`config.mk`:
```
export PLATFORM = sky130hd
export DESIGN_NAME = battery_alarm_annunciator_unit
export DESIGN_NICKNAME = d
export VERILOG_FILES = /design/src/bau_pkg.sv /design/src/bau_cfg.sv /design/src/bau_core.sv /design/src/battery_alarm_annunciator_unit.sv
export SDC_FILE = /design/constraint.sdc
export NUM_CORES = 1
export LEC_CHECK = 0
export BUFFER_PORTS_ARGS = -buffer_cell sky130_fd_sc_hd__buf_2
export CORE_ASPECT_RATIO = 1.75
export CORE_MARGIN = 4
export CORE_UTILIZATION = 30
export DETAILED_ROUTE_END_ITERATION = 8
export GPL_TIMING_DRIVEN = 0
export SYNTH_ARGS = -nofsm -noshare
export SYNTH_HDL_FRONTEND = slang
export SYNTH_SLANG_ARGS = --single-unit
export TNS_END_PERCENT = 20
```
`constraint.sdc`:
```
create_clock -name i_clk -period 8.45 [get_ports i_clk]
set_input_delay 1.2675 -clock i_clk [delete_from_list [all_inputs] [get_ports i_clk]]
set_output_delay 1.2675 -clock i_clk [all_outputs]
set_load 0.02 [all_outputs]
```
`src/bau_pkg.sv`:
```
// Shared types, constants and register codes of the battery alarm annunciator.
`default_nettype none

package bau_pkg;

    // Configuration register indexes
    localparam int CFG_IDX_W = 3;
    localparam logic [CFG_IDX_W-1:0] CFG_CRIT_TEMP      = 3'd0;
    localparam logic [CFG_IDX_W-1:0] CFG_CRIT_CLEAR     = 3'd1;
    localparam logic [CFG_IDX_W-1:0] CFG_MUTE_ARM       = 3'd2;
    localparam logic [CFG_IDX_W-1:0] CFG_MUTE_MIN_HOLD  = 3'd3;
    localparam logic [CFG_IDX_W-1:0] CFG_MUTE_MAX_HOLD  = 3'd4;
    localparam logic [CFG_IDX_W-1:0] CFG_QUIET_BEEP     = 3'd5;

    // Item actions
    localparam logic [1:0] ACT_UPDATE    = 2'd0;
    localparam logic [1:0] ACT_SET_MUTE  = 2'd1;
    localparam logic [1:0] ACT_SET_QUIET = 2'd2;

    // Priority levels
    localparam logic [1:0] LVL_OK       = 2'd0;
    localparam logic [1:0] LVL_WATCH    = 2'd1;
    localparam logic [1:0] LVL_ALARM    = 2'd2;
    localparam logic [1:0] LVL_CRITICAL = 2'd3;

    // Blink periods in milliseconds
    localparam logic [31:0] WATCH_FLASH_MS = 32'd1000;
    localparam logic [31:0] ALARM_FLASH_MS = 32'd250;
    localparam logic [31:0] FAULT_FLASH_MS = 32'd600;

    // LED intensities
    localparam logic [6:0] LED_FULL        = 7'd80;
    localparam logic [6:0] LED_WATCH_RED   = 7'd70;
    localparam logic [6:0] LED_WATCH_GREEN = 7'd45;
    localparam logic [6:0] LED_IDLE_GREEN  = 7'd12;

    localparam logic [15:0] EVENT_MAX = 16'hFFFF;

    // Register reset values
    localparam logic [11:0] RST_CRIT_TEMP     = 12'd600;
    localparam logic [11:0] RST_CRIT_CLEAR    = 12'd550;
    localparam logic [15:0] RST_MUTE_ARM      = 16'd3000;
    localparam logic [15:0] RST_MUTE_MIN_HOLD = 16'd600;
    localparam logic [15:0] RST_MUTE_MAX_HOLD = 16'd5000;
    localparam logic [15:0] RST_QUIET_BEEP    = 16'd100;

    typedef struct packed {
        logic signed [11:0] critical_temp;
        logic signed [11:0] critical_clear_temp;
        logic [15:0]        mute_arm_ms;
        logic [15:0]        mute_min_hold_ms;
        logic [15:0]        mute_max_hold_ms;
        logic [15:0]        quiet_beep_ms;
    } t_cfg;

    typedef struct packed {
        logic [1:0]         action;
        logic               flag_value;
        logic [31:0]        now_ms;
        logic               cls_alarm;
        logic               cls_watch;
        logic               temp_valid;
        logic signed [11:0] temp_tenths;
        logic               sensor_fault;
        logic               button_down;
    } t_item;

    typedef struct packed {
        logic [1:0]  level;
        logic [6:0]  led_red;
        logic [6:0]  led_green;
        logic [6:0]  led_blue;
        logic        buzzer_on;
        logic        is_muted;
        logic        is_quiet;
        logic [15:0] alarm_events;
    } t_result;

endpackage

`default_nettype wire

```
`src/bau_cfg.sv`:
```
// Configuration register file of the battery alarm annunciator.
`default_nettype none

module bau_cfg
    import bau_pkg::*;
(
    input  wire logic                 i_clk,
    input  wire logic                 i_rst_n,
    input  wire logic                 i_wr,
    input  wire logic [CFG_IDX_W-1:0] i_index,
    input  wire logic [15:0]          i_data,
    output t_cfg                      o_cfg
);

    t_cfg r_cfg;

    // Load the addressed register on a write transfer
    always_ff @(posedge i_clk) begin
        if (!i_rst_n) begin
            r_cfg.critical_temp       <= RST_CRIT_TEMP;
            r_cfg.critical_clear_temp <= RST_CRIT_CLEAR;
            r_cfg.mute_arm_ms         <= RST_MUTE_ARM;
            r_cfg.mute_min_hold_ms    <= RST_MUTE_MIN_HOLD;
            r_cfg.mute_max_hold_ms    <= RST_MUTE_MAX_HOLD;
            r_cfg.quiet_beep_ms       <= RST_QUIET_BEEP;
        end else if (i_wr) begin
            case (i_index)
                CFG_CRIT_TEMP:     r_cfg.critical_temp       <= i_data[11:0];
                CFG_CRIT_CLEAR:    r_cfg.critical_clear_temp <= i_data[11:0];
                CFG_MUTE_ARM:      r_cfg.mute_arm_ms         <= i_data;
                CFG_MUTE_MIN_HOLD: r_cfg.mute_min_hold_ms    <= i_data;
                CFG_MUTE_MAX_HOLD: r_cfg.mute_max_hold_ms    <= i_data;
                CFG_QUIET_BEEP:    r_cfg.quiet_beep_ms       <= i_data;
                default: ;
            endcase
        end
    end

    assign o_cfg = r_cfg;

endmodule

`default_nettype wire

```
`src/bau_core.sv`:
```
// Alarm state registers with the per-item update and result logic.
`default_nettype none

module bau_core
    import bau_pkg::*;
(
    input  wire logic i_clk,
    input  wire logic i_rst_n,
    input  wire logic i_advance,
    input  t_item     i_item,
    input  t_cfg      i_cfg,
    output t_result   o_result
);

    logic        r_crit, n_crit;
    logic [1:0]  r_level, n_level;
    logic        r_fault, n_fault;
    logic        r_phase, n_phase;
    logic [31:0] r_bstamp, n_bstamp;
    logic        r_mute, n_mute;
    logic        r_quiet, n_quiet;
    logic        r_rel, n_rel;
    logic        r_pend, n_pend;
    logic [31:0] r_pstamp, n_pstamp;
    logic [15:0] r_events, n_events;

    logic        mute_tog;
    logic [31:0] held;
    logic [31:0] period;
    logic [31:0] blink_age;
    logic [31:0] out_age;
    logic        gate;

    // Next state for one item
    always_comb begin
        n_crit   = r_crit;
        n_level  = r_level;
        n_fault  = r_fault;
        n_phase  = r_phase;
        n_bstamp = r_bstamp;
        n_mute   = r_mute;
        n_quiet  = r_quiet;
        n_rel    = r_rel;
        n_pend   = r_pend;
        n_pstamp = r_pstamp;
        n_events = r_events;
        mute_tog = 1'b0;
        held     = i_item.now_ms - r_pstamp;
        period   = '0;
        blink_age = '0;

        case (i_item.action)
            ACT_SET_MUTE:  n_mute  = i_item.flag_value;
            ACT_SET_QUIET: n_quiet = i_item.flag_value;
            ACT_UPDATE: begin
                // Mute button: arm window, seen-released check, hold limits
                if (i_item.now_ms < {16'd0, i_cfg.mute_arm_ms}) begin
                    n_pend = 1'b0;
                end else if (!r_rel) begin
                    if (!i_item.button_down) n_rel = 1'b1;
                    n_pend = 1'b0;
                end else if (i_item.button_down) begin
                    if (!r_pend) begin
                        n_pend   = 1'b1;
                        n_pstamp = i_item.now_ms;
                    end
                end else if (r_pend) begin
                    n_pend = 1'b0;
                    if (!(held < {16'd0, i_cfg.mute_min_hold_ms} ||
                          held > {16'd0, i_cfg.mute_max_hold_ms}))
                        mute_tog = 1'b1;
                end
                n_mute = r_mute ^ mute_tog;

                // Critical latch with hysteresis; missing reading holds it
                if (i_item.temp_valid) begin
                    if (i_item.temp_tenths >= i_cfg.critical_temp)
                        n_crit = 1'b1;
                    else if (i_item.temp_tenths < i_cfg.critical_clear_temp)
                        n_crit = 1'b0;
                end

                if (n_crit)                n_level = LVL_CRITICAL;
                else if (i_item.cls_alarm) n_level = LVL_ALARM;
                else if (i_item.cls_watch) n_level = LVL_WATCH;
                else                       n_level = LVL_OK;
                n_fault = i_item.sensor_fault;

                // Rising level cancels mute and quiet
                if (n_level > r_level) begin
                    n_mute  = 1'b0;
                    n_quiet = 1'b0;
                end
                if (n_level >= LVL_ALARM && r_level < LVL_ALARM && r_events != EVENT_MAX)
                    n_events = r_events + 16'd1;

                // Blinker
                case (n_level)
                    LVL_WATCH:    period = WATCH_FLASH_MS;
                    LVL_ALARM:    period = ALARM_FLASH_MS;
                    LVL_CRITICAL: period = '0;
                    default:      period = n_fault ? FAULT_FLASH_MS : '0;
                endcase
                blink_age = i_item.now_ms - r_bstamp;
                if (period == '0) begin
                    n_phase = 1'b1;
                end else if (blink_age >= period) begin
                    n_bstamp = i_item.now_ms;
                    n_phase  = !r_phase;
                end
            end
            default: ;
        endcase
    end

    // Result from the updated state
    always_comb begin
        o_result.level        = n_level;
        o_result.led_red      = '0;
        o_result.led_green    = '0;
        o_result.led_blue     = '0;
        o_result.is_muted     = n_mute;
        o_result.is_quiet     = n_quiet;
        o_result.alarm_events = n_events;
        case (n_level)
            LVL_CRITICAL: o_result.led_red = LED_FULL;
            LVL_ALARM:    o_result.led_red = n_phase ? LED_FULL : 7'd0;
            LVL_WATCH: begin
                o_result.led_red   = n_phase ? LED_WATCH_RED : 7'd0;
                o_result.led_green = n_phase ? LED_WATCH_GREEN : 7'd0;
            end
            default: begin
                if (n_fault) o_result.led_blue  = n_phase ? LED_FULL : 7'd0;
                else         o_result.led_green = LED_IDLE_GREEN;
            end
        endcase
        out_age = i_item.now_ms - n_bstamp;
        gate = !n_quiet || (n_level == LVL_CRITICAL) ||
               (out_age < {16'd0, i_cfg.quiet_beep_ms});
        o_result.buzzer_on = (n_level >= LVL_ALARM) && !n_mute && n_phase && gate;
    end

    // Hold state; advance once per item
    always_ff @(posedge i_clk) begin
        if (!i_rst_n) begin
            r_crit   <= 1'b0;
            r_level  <= LVL_OK;
            r_fault  <= 1'b0;
            r_phase  <= 1'b0;
            r_bstamp <= '0;
            r_mute   <= 1'b0;
            r_quiet  <= 1'b0;
            r_rel    <= 1'b0;
            r_pend   <= 1'b0;
            r_pstamp <= '0;
            r_events <= '0;
        end else if (i_advance) begin
            r_crit   <= n_crit;
            r_level  <= n_level;
            r_fault  <= n_fault;
            r_phase  <= n_phase;
            r_bstamp <= n_bstamp;
            r_mute   <= n_mute;
            r_quiet  <= n_quiet;
            r_rel    <= n_rel;
            r_pend   <= n_pend;
            r_pstamp <= n_pstamp;
            r_events <= n_events;
        end
    end

endmodule

`default_nettype wire

```
`src/battery_alarm_annunciator_unit.sv`:
```
// Top level of the battery alarm annunciator: handshake, input and result registers.
//
//  channel   direction  payload                         transfer when
//  s_axis    in         tuser action, tdata item        i_s_tvalid & o_s_tready
//  m_axis    out        tdata result                    o_m_tvalid & i_m_tready
//  cfg       in         index 3b, data 16b              i_cfg_valid & o_cfg_ready
//
// An item is held in the input register and its result is captured in the result
// register, one item per cycle while the result register is not stalled.
// The result register stalls on i_m_tready; the input register then fills and
// o_s_tready drops until the result is taken. Config is always ready.
// Synchronous reset empties both registers and restores all state.
`default_nettype none

module battery_alarm_annunciator_unit
    import bau_pkg::*;
(
    input  wire logic                 i_clk,
    input  wire logic                 i_rst_n,
    input  wire logic                 i_s_tvalid,
    output logic                      o_s_tready,
    // tdata: flag_value, now_ms[31:0], cls_alarm, cls_watch, temp_valid,
    //        temp_tenths[11:0], sensor_fault, button_down, 6 zero bits
    input  wire logic [55:0]          i_s_tdata,
    // tuser: action[1:0]
    input  wire logic [1:0]           i_s_tuser,
    output logic                      o_m_tvalid,
    input  wire logic                 i_m_tready,
    // tdata: level[1:0], led_red[6:0], led_green[6:0], led_blue[6:0], buzzer_on,
    //        is_muted, is_quiet, alarm_events[15:0], 6 zero bits
    output logic [47:0]               o_m_tdata,
    input  wire logic                 i_cfg_valid,
    output logic                      o_cfg_ready,
    input  wire logic [CFG_IDX_W-1:0] i_cfg_index,
    input  wire logic [15:0]          i_cfg_data
);

    t_cfg    cfg;
    t_item   r_item;
    t_result core_res;
    t_result r_res;
    logic    r_in_valid;
    logic    r_out_valid;
    logic    advance;
    logic    in_xfer;

    assign o_cfg_ready = 1'b1;
    assign advance     = r_in_valid && (!r_out_valid || i_m_tready);
    assign o_s_tready  = !r_in_valid || advance;
    assign in_xfer     = i_s_tvalid && o_s_tready;

    bau_cfg u_cfg (
        .i_clk   (i_clk),
        .i_rst_n (i_rst_n),
        .i_wr    (i_cfg_valid && o_cfg_ready),
        .i_index (i_cfg_index),
        .i_data  (i_cfg_data),
        .o_cfg   (cfg)
    );

    bau_core u_core (
        .i_clk     (i_clk),
        .i_rst_n   (i_rst_n),
        .i_advance (advance),
        .i_item    (r_item),
        .i_cfg     (cfg),
        .o_result  (core_res)
    );

    // Input register valid and result register valid
    always_ff @(posedge i_clk) begin
        if (!i_rst_n) begin
            r_in_valid  <= 1'b0;
            r_out_valid <= 1'b0;
        end else begin
            if (in_xfer)      r_in_valid <= 1'b1;
            else if (advance) r_in_valid <= 1'b0;
            if (advance)                      r_out_valid <= 1'b1;
            else if (i_m_tready)              r_out_valid <= 1'b0;
        end
    end

    // Unpack an accepted item
    always_ff @(posedge i_clk) begin
        if (in_xfer) begin
            r_item.action       <= i_s_tuser;
            r_item.flag_value   <= i_s_tdata[0];
            r_item.now_ms       <= i_s_tdata[32:1];
            r_item.cls_alarm    <= i_s_tdata[33];
            r_item.cls_watch    <= i_s_tdata[34];
            r_item.temp_valid   <= i_s_tdata[35];
            r_item.temp_tenths  <= i_s_tdata[47:36];
            r_item.sensor_fault <= i_s_tdata[48];
            r_item.button_down  <= i_s_tdata[49];
        end
    end

    // Capture the result
    always_ff @(posedge i_clk) begin
        if (advance) r_res <= core_res;
    end

    assign o_m_tvalid = r_out_valid;
    assign o_m_tdata  = {6'd0, r_res.alarm_events, r_res.is_quiet, r_res.is_muted,
                         r_res.buzzer_on, r_res.led_blue, r_res.led_green,
                         r_res.led_red, r_res.level};

endmodule

`default_nettype wire

```
After elaboration in Yosys (flattened, before gate mapping)
Index checks and enable logic that the tools add are counted.
{ "word_totals": {"output_inout_bits": 51, "wordCells": 148, "ff_bits": 273, "in_bits": 82} }
{ "op_classes": {"reduce_logical": 33, "magnitude_cmp": 11, "eq_ne": 14, "mux": 46, "add_sub_neg": 4, "bitwise_logic": 4} }
{ "ops": {"columns": ["cell", "n"], "rows": [
  ["$mux 32", 4],
  ["$lt 32x16->1", 3],
  ["$pmux 32 s3", 1],
  ["$sub 32x32->32", 3],
  ["$ge 32x32->1", 1],
  ["$gt 32x16->1", 1],
  ["$logic_not 32->1", 1],
  ["$mux 16", 2],
  ["$mux 1", 26],
  ["$pmux 7 s3", 1],
  ["$add 16x1->16 const B", 1],
  ["$ne 16x16->1 const B", 1],
  ["$mux 7", 2],
  ["$pmux 7 s2", 1],
  ["$reduce_and 2->1", 7],
  ["$ge 12x12->1", 1],
  ["$lt 12x12->1", 1],
  ["$eq 2x2->1 const B", 5],
  ["$mux 10", 1],
  ["$mux 2", 4],
  ["$logic_and 1x1->1", 7],
  ["$eq 2x1->1 const B", 3],
  ["$eq 3x2->1 const B", 2],
  ["$eq 3x3->1 const B", 2],
  ["other kinds (18)", 31]
]} }

Longest topological paths before layout
Gate-level depths: netlist of the first run.
{ "depth": {"word_depth": 18, "mapped_depth": 46} }

Modules after synthesis
From an unflattened synthesis of the first run, not the netlist that was laid out.
{ "unflattened": {"hier_cells": 2174, "area_unflattened_um2": 18733.0} }
{ "by_module_without_submodules": {"columns": ["module", "area_per_inst_um2", "cells_per_inst", "instances"], "rows": [
  ["bau_core", 12385.6, 1739, 1],
  ["bau_cfg", 3360.7, 323, 1],
  ["battery_alarm_annunciator_unit", 2986.6, 112, 1]
]} }

Worst setup path after synthesis of the first run
No wires, ideal clock.
{ "synth_path": {"path_type": "register to register", "startpoint": "register r_item[3] (netlist bit)", "endpoint": "register r_res (netlist bit o_m_tdata[23]), data pin", "t_required_ns": 8.316, "stages_incl_launch_ff": 46, "slack_ns": -0.793, "t_arrival_ns": 9.109, "cell_sequence": "edfxtp_1 -> ha_1 -> o21ai_1 -> a21oi_1 -> or3_1 -> a221oi_1 -> a41oi_1 -> or3_1 -> clkbuf_1 -> ha_1 -> or2_2 -> a21boi_0 -> ha_1 -> o211ai_1 -> a311oi_1 -> or4b_1 -> nor4_1 -> and4b_1 -> [10 not listed] -> nand2_1 -> a31oi_1 -> nor2b_1 -> o21ai_0 -> nand2_1 -> a21oi_1 -> o21bai_1 -> xor2_1 -> ha_1 -> a221oi_1 -> o2111ai_1 -> a211o_1 -> a2111oi_0 -> nand4_1 -> nor4_1 -> nand4_1 -> o31ai_1 -> and4b_1"} }
{ "synth_rtl": {"columns": ["element", "line_no", "text"], "rows": [
  ["start: declaration", "battery_alarm_annunciator_unit.sv:39", "t_item r_item;"],
  ["end signal: assignment", "battery_alarm_annunciator_unit.sv:100", "if (advance) r_res <= core_res;"],
  ["end: declaration", "battery_alarm_annunciator_unit.sv:41", "t_result r_res;"]
]} }

==> qor.yml, run 1 <==
finish:
  antenna_cells: 0
  final_cell_mix: "nand2_1 (272), ha_1 (189), inv_1 (185), dfxtp_1 (179), a21oi_1 (117)"
  fill_cells: 6313
  register_area_mm2: 0.005926
  final_common_cell: "nand2_1"
  final_cell_count_no_fill: 3163
  design_area_mm2: 0.02169
  multi_input_area_mm2: 0.01194
  nets: 2625
  drive_above_1_share_pct: 11.18
  syn_to_final_growth_pct: 16.43
sta:
  period_share_pct: 128.7
  skew_ns: 0.01674
  fmax_ghz: 0.09198
  setup_viol: 1
  relSlewSlack_pct: 28.14
  rsz0062_at_grt: "true"
  finalCriticalPeriod_ns: 10.87
  fin_ws_ns: -2.422
  finalHoldViolCount: 0
  tightest_slew_ns: 1.051
  finalMaxSlewViolations: 0
synthesis:
  synthXorXnorAreaFrac_pct: 3.855
  synth_edf_count: 78
  synthFlopType: "dfxtp_1"
  avgSynthCellArea_um2: 8.539
  synthMuxAreaShare_pct: 5.775
  synth_cell_type_count: 85
  seq_area_frac_synth_pct: 31.80
  syn_area_mm2: 0.01863
  ys_warn_count: 0
  synth_compound_area_share_pct: 20.26
  syn_inst: 2182
  yosys.area_share.adder_pct: 13.22
  async_reset_ff_share_pct: 0
  synth_top_family_by_area: "compound AO/OA/AOI/OAI gates"
  synth-simple-area-share_pct: 18.77
  ys_ff_latch: 257
cts:
  clkTransAtPathRegs_ns: 0.07
  cts_hold_buf: 0
  clk-insertion-delay-late_ns: 0.58
  clockRootBuffer: "clkbuf_16"
  htreeDepth: 1
  numCtsBuffers: 28
  tritoncts: "done"
  clock-sinks: 257
  clockBufferDepth: 3
outcome:
  status: "finished, violations left"
  violations: "negative setup slack"
die:
  ios: 133
  coreArea_mm2: 0.06141
  initial_core_util_pct: 30.34
  dieWidth_um: 196.4
  die-area_mm2: 0.06631
  die_h_um: 337.7
  rows: 120
worst_hold_path:
  min_to: "u_cfg.o_cfg[11]$_SDFFE_PN0P_"
  hold_path_depth: 2
  hold_path.class: "flop to flop"
  worstHoldStart: "u_cfg.o_cfg[11]$_SDFFE_PN0P_"
global_route:
  track_usage_pct: 18.67
  grt_pass1_wl_mm: 97.00
  grt_pass1_vias: 16940
  grt_max_degree: 53
  grt_antenna_before_repair: 0
  grt.overflow.total: 0
pwr:
  p_leak_nw: 8.092
  power.density_mw_per_mm2: 163.5
  p_total_mw: 3.546
  vdd_ir_drop_max_mv: 0.1610
detailed_routing:
  num_vias: 16760
  ant_nets: 0
  drcViolationCount: 0
  wl_per_cell_um: 20.14
  detail_route.iter0.violations: 896
  dr.pass1.iters: 5
  wirelength_mm: 63.70
  vias_per_cell: 5.300
critical_path:
  cp_common_cell: "ha_1"
  cp-end-kind: "flop"
  worst_r2r_endpoint: "o_m_tdata[23]$_DFFE_PP_"
  cp_slowest_cell: "or4b_4"
  regToRegStartpoint: "r_item[3]$_DFFE_PP_"
  cp-start-kind: "flop"
  max_stage_delay_ns: 0.57
  critical_path_class: "flop to flop"
  r2r_setup_slack_ns: -2.42
  cp.required_ns: 8.89
  r2r_cells: 41
  arrival_ns: 11.32
  crit_fanout: 5
place:
  place.gp.congestion: 0.9630
  place.port_buffers: 107
  hpwl_mm: 51.29
  place_area_mm2: 0.02034
  dp.cells: 3098
flow_run:
  cap_viol_max_count: 0
## critical path, delay by kind of cell (launching register included)
kind,cells,cell delay [ns]
buf+inv,2,0.23
compound gates,16,3.58
simple gates,15,4.19
flops,1,0.42
mux,1,0.29
fa+ha+maj,6,1.81
xor+xnor,1,0.19
## report_power, final
group | leakage (nW) | switching [mW] | internal (mW)
combinational | 5.42 | 0.518 | 0.326
clock | 0.480 | 0.575 | 0.764
sequential | 2.20 | 0.0513 | 1.31
total | 8.09 | 1.14 | 2.40
## layer usage
metal  GRT usage, %  vias up  share of wire [%]
met3          2.004      235                3.9
met2          35.61      505                 53
met5              0        -                  0
li1               -     8149                  -
met4          14.30        0                9.3
met1          18.14     7874                 34
## cell usage after synthesis (12+ instances only)
master	count	area, um^2
xor2_1	31	271.5
mux2i_1	103	1031
o211ai_1	46	345.3
a21o_1	35	262.8
o21ai_0	70	350.3
nand2b_1	19	118.9
a211oi_1	19	142.6
nor4_1	20	125.1
o2111ai_1	12	105.1
a21oi_1	121	605.6
nand3_1	40	200.2
a21boi_0	78	585.6
and3_1	17	106.4
and2_1	19	118.9
ha_1	192	2402
nor2b_1	89	556.8
inv_1	186	698.2
a31oi_1	16	100.1
xnor2_1	51	446.7
nor3_1	35	175.2
dfxtp_1	179	3583
edfxtp_1	78	2342
clkbuf_1	60	225.2
nor2_1	103	386.6
o21bai_1	12	90.09
nand2_1	273	1025
buf_4	25	187.7
nand4_1	40	250.2
o21a_1	26	195.2
or3_1	18	112.6
## flip-flops by register name, indices dropped and copies added, names as in the netlist
register,count
u_core.r_pstamp,32
r_item,52
u_core.r_rel,1
u_core.r_pend,1
u_core.r_phase,1
u_core.r_quiet,1
u_core.r_level,2
r_in_valid,1
u_cfg.o_cfg,88
u_core.r_fault,1
u_core.r_crit,1
o_m_tvalid,1
u_core.r_mute,1
o_m_tdata,26
u_core.r_bstamp,32
u_core.r_events,16
## worst max path at each step
stage / startpoint / cells after the start / slack, ns / endpoint
after global placement: r_item[13]$_DFFE_PP_ / 41 / -3.58 / o_m_tdata[23]$_DFFE_PP_
after CTS: r_item[3]$_DFFE_PP_ / 45 / -2.45 / o_m_tdata[23]$_DFFE_PP_
final: r_item[3]$_DFFE_PP_ / 41 / -2.42 / o_m_tdata[23]$_DFFE_PP_
after detailed placement: r_item[13]$_DFFE_PP_ / 41 / -3.60 / o_m_tdata[23]$_DFFE_PP_
after global routing: r_item[3]$_DFFE_PP_ / 45 / -2.70 / o_m_tdata[23]$_DFFE_PP_
after floorplan: r_item[3]$_DFFE_PP_ / 45 / -0.17 / o_m_tdata[23]$_DFFE_PP_
## through the flow
stage / util, % / setup TNS, ns / setup WS, ns / hold WS (ns)
6_report: 35.32 / -2.422 / -2.422 / 0.4641
3_5_place_dp: 33.12 / -3.605 / -3.605 / 0.4589
2_1_floorplan: - / -0.1716 / -0.1716 / 0.4402
3_3_place_gp: 33.11 / -3.579 / -3.579 / 0.4527
4_1_cts: 35.02 / -2.451 / -2.451 / 0.4672
5_1_grt: 35.32 / -2.699 / -2.699 / 0.4875
## kinds of logic (layout without fill, tap and decap cells)
family	after synthesis	in the layout
AOI/OAI and AO/OA	546	546
xor gates and xnor gates	82	82
adders and majority gates	195	195
buffers and inverters	282	454
DFF	257	257
muxes	107	107
other	2	18
and+or+nand+nor	711	711
## layout make-up
cell class / count / share of cell area (%)
Buffer: 96 / 2.307
Clock buffer: 37 / 3.818
Clock inverter: 15 / 0.8018
Inverter: 186 / 3.219
Multi-Input combinational cell: 1659 / 55.04
Sequential cell: 257 / 27.32
Tap cell: 793 / 4.574
Timing Repair Buffer: 120 / 2.919
## what timing repair did
item	CTS	global route
gates resized for setup	23	20
gates cloned	0	0
endpoints found under the setup margin	1	1
buffers inserted	5	8
pin swaps	15	26
Note: power is estimated with default switching activity, not from simulation.
==> run 2: changes to the inputs <==
--- a/config.mk
+++ b/config.mk
@@ -10,7 +10,7 @@
 export CORE_MARGIN = 4
 export CORE_UTILIZATION = 30
 export DETAILED_ROUTE_END_ITERATION = 8
-export GPL_TIMING_DRIVEN = 0
+export GPL_TIMING_DRIVEN = 1
 export SYNTH_ARGS = -nofsm -noshare
 export SYNTH_HDL_FRONTEND = slang
 export SYNTH_SLANG_ARGS = --single-unit
==> qor.yml, run 2 (same netlist as run 1, synthesis figures left out) <==
sta:
  setup_viol: 1  # unchanged
  tightest_slew_ns: 1.022  # was 1.051 ns
  relSlewSlack_pct: 31.84  # was 28.14%
  finalMaxSlewViolations: 0  # unchanged
  rsz0062_at_grt: "true"  # unchanged
  finalCriticalPeriod_ns: 9.343  # was 10.87 ns
  fin_ws_ns: -0.8932  # was -2.422 ns
  finalHoldViolCount: 0  # unchanged
  skew_ns: 0.01730  # was 0.01674 ns
  fmax_ghz: 0.1070  # was 0.09198 GHz
  period_share_pct: 110.6  # was 128.7%
  finalSetupTns_ns: -0.8932  # was -2.422 ns
cts:
  clockRootBuffer: "clkbuf_16"  # unchanged
  clk-insertion-delay-late_ns: 0.59  # was 0.58 ns
  clkTransAtPathRegs_ns: 0.07  # about the same
  clock-sinks: 257  # unchanged
  clockBufferDepth: 3  # unchanged
  numCtsBuffers: 27  # was 28
  htreeDepth: 1  # unchanged
  tritoncts: "done"  # unchanged
critical_path:
  r2r_cells: 45  # was 41
  cp-end-kind: "flop"  # unchanged
  arrival_ns: 9.80  # was 11.32 ns
  cp_common_cell: "ha_1"  # unchanged
  cp.required_ns: 8.91  # was 8.89 ns
  max_stage_delay_ns: 0.51  # was 0.57 ns
  cp_slowest_cell: "or4b_1"  # was or4b_4
  worst_r2r_endpoint: "o_m_tdata[23]$_DFFE_PP_"  # unchanged
  cp-start-kind: "flop"  # unchanged
  r2r_setup_slack_ns: -0.89  # was -2.42 ns
  crit_fanout: 6  # was 5
  regToRegStartpoint: "r_item[3]$_DFFE_PP_"  # unchanged
  critical_path_class: "flop to flop"  # unchanged
detailed_routing:
  wirelength_mm: 65.70  # was 63.70 mm
  drcViolationCount: 0  # unchanged
  wl_per_cell_um: 19.91  # was 20.14 um
  dr.pass1.iters: 5  # unchanged
  vias_per_cell: 5.207  # was 5.300
  num_vias: 17180  # was 16760
  ant_nets: 0  # unchanged
  detail_route.iter0.violations: 763  # was 896
finish:
  syn_to_final_growth_pct: 22.36  # was 16.43%
  final_common_cell: "nand2_1"  # unchanged
  fill_cells: 6272  # was 6313
  largest_reg_flops: 88  # unchanged
  final_cell_mix: "nand2_1 (273), buf_4 (244), ha_1 (189), inv_1 (185), dfxtp_1 (179)"  # was nand2_1 (272), ha_1 (189), inv_1 (185), dfxtp_1 (179), a21oi_1 (117)
  design_area_mm2: 0.02280  # was 0.02169 mm^2
  nets: 2760  # was 2625
  drive_above_1_share_pct: 18.05  # was 11.18%
place:
  hpwl_mm: 53.54  # was 51.29 mm
  place.port_buffers: 108  # was 107
  place.gp.congestion: 0.9329  # was 0.9630
  place_area_mm2: 0.02168  # was 0.02034 mm^2
die:
  ios: 133  # unchanged
  die-area_mm2: 0.06631  # unchanged
  coreArea_mm2: 0.06141  # unchanged
  initial_core_util_pct: 30.34  # unchanged
  die_h_um: 337.7  # unchanged
  dieWidth_um: 196.4  # unchanged
  rows: 120  # unchanged
global_route:
  grt_pass1_vias: 17490  # was 16940
  grt-busiest-layer: "met2"  # unchanged
  track_usage_pct: 19.19  # was 18.67%
  grt_max_degree: 116  # was 53
  global_route.usage.met1_pct: 17.77  # was 18.14%
  grt_use_met3_pct: 1.735  # was 2.004%
  grt.met2_usage_pct: 38.09  # was 35.61%
  grt_antenna_before_repair: 2  # was 0
  grt_pass1_wl_mm: 99.04  # was 97.00 mm
  grt.overflow.total: 0  # unchanged
pwr:
  power.density_mw_per_mm2: 157.1  # was 163.5 mW/mm^2
  vdd_ir_drop_max_mv: 0.1596  # was 0.1610 mV
  p_leak_nw: 8.901  # was 8.092 nW
outcome:
  violations: "negative setup slack"  # unchanged
  status: "finished, violations left"  # unchanged
worst_hold_path:
  hold_path.class: "flop to flop"  # unchanged
  min_to: "u_cfg.o_cfg[4]$_SDFFE_PN0P_"  # was u_cfg.o_cfg[11]$_SDFFE_PN0P_
  hold_path_depth: 2  # unchanged
  worstHoldStart: "u_cfg.o_cfg[4]$_SDFFE_PN0P_"  # was u_cfg.o_cfg[11]$_SDFFE_PN0P_
flow_run:
  cap_viol_max_count: 0  # unchanged
[run 2: cell count changes in the layout (fill, tap and decap cells not counted), moves of 2 or more]
cell       delta
clkbuf_16     -2
buf_4       +205
inv_8         -2
buf_2         -7
inv_6         -2
o21ai_1       +2
clkbuf_1     -58
clkinv_1      +4
clkbuf_8      -4
a31oi_4       -2
diode_2       +2
mux2i_2       +2
[run 2: layout make-up]
cell class | instances | area, um^2 | area share [%]
diodes | 2 | 5.005 | 0.02195
clock buffers | 33 | 740.7 | 3.249
clock inverters | 17 | 186.4 | 0.8177
inverters | 186 | 698.2 | 3.062
multi-input cells | 1659 | 11870 | 52.07
flip-flops and latches | 257 | 5926 | 25.99
well taps | 793 | 992.2 | 4.352
repair buffers | 352 | 2379 | 10.43
[run 2: how the worst max path moves through the flow]
stage | from | slack, ns | to
6_report | r_item[3]$_DFFE_PP_ | -0.89 | o_m_tdata[23]$_DFFE_PP_
5_1_grt | r_item[3]$_DFFE_PP_ | -1.38 | o_m_tdata[23]$_DFFE_PP_
3_3_place_gp | r_item[3]$_DFFE_PP_ | -1.05 | o_m_tdata[23]$_DFFE_PP_
2_1_floorplan | r_item[3]$_DFFE_PP_ | -0.17 | o_m_tdata[23]$_DFFE_PP_
3_5_place_dp | r_item[3]$_DFFE_PP_ | -1.17 | o_m_tdata[23]$_DFFE_PP_
4_1_cts | r_item[3]$_DFFE_PP_ | -1.0 | o_m_tdata[23]$_DFFE_PP_
[run 2: critical path: cells and delay by family, from the launching register on]
| family | cells | cell delay (ns) |
|---|---|---|
| compound gates | 17 | 2.92 |
| xor+xnor | 1 | 0.18 |
| fa+ha+maj | 5 | 1.47 |
| buf+inv | 2 | 0.24 |
| flops | 1 | 0.40 |
| mux | 1 | 0.11 |
| simple gates | 19 | 3.89 |
[run 2: power by group]
part,internal [mW],switching [mW],total (mW)
logic,0.409,0.555,0.964
registers,1.31,0.0263,1.34
clock network,0.721,0.561,1.28
[run 2: repair_timing]
| item | in CTS | in global routing |
|---|---|---|
| endpoints found under the setup margin | 1 | 1 |
| resized for setup | 12 | 19 |
| hold buffers | 0 | 0 |
| buffers inserted | 0 | 3 |
| pin swaps | 9 | 19 |
[run 2: per-stage QoR]
stage / util [%] / instances / hold WS [ns] / worst slack, ns / power, mW
6_report: 37.13 / 3299 / 0.4636 / -0.8932 / 3.583
4_1_cts: 36.89 / 3294 / 0.4690 / -0.9992 / 3.605
5_1_grt: 37.13 / 3299 / 0.4905 / -1.384 / 3.752
3_3_place_gp: 35.30 / 3244 / 0.4546 / -1.048 / 2.292
2_1_floorplan: - / 2198 / 0.4402 / -0.1716 / 1.920
3_5_place_dp: 35.30 / 3244 / 0.4595 / -1.173 / 2.304
[run 2: per-layer routing]
metal,share of wire [%],vias to the layer above
li1,-,8422
met1,33,8139
met2,55,415
met3,3.0,203
met4,9.0,0
met5,0,-
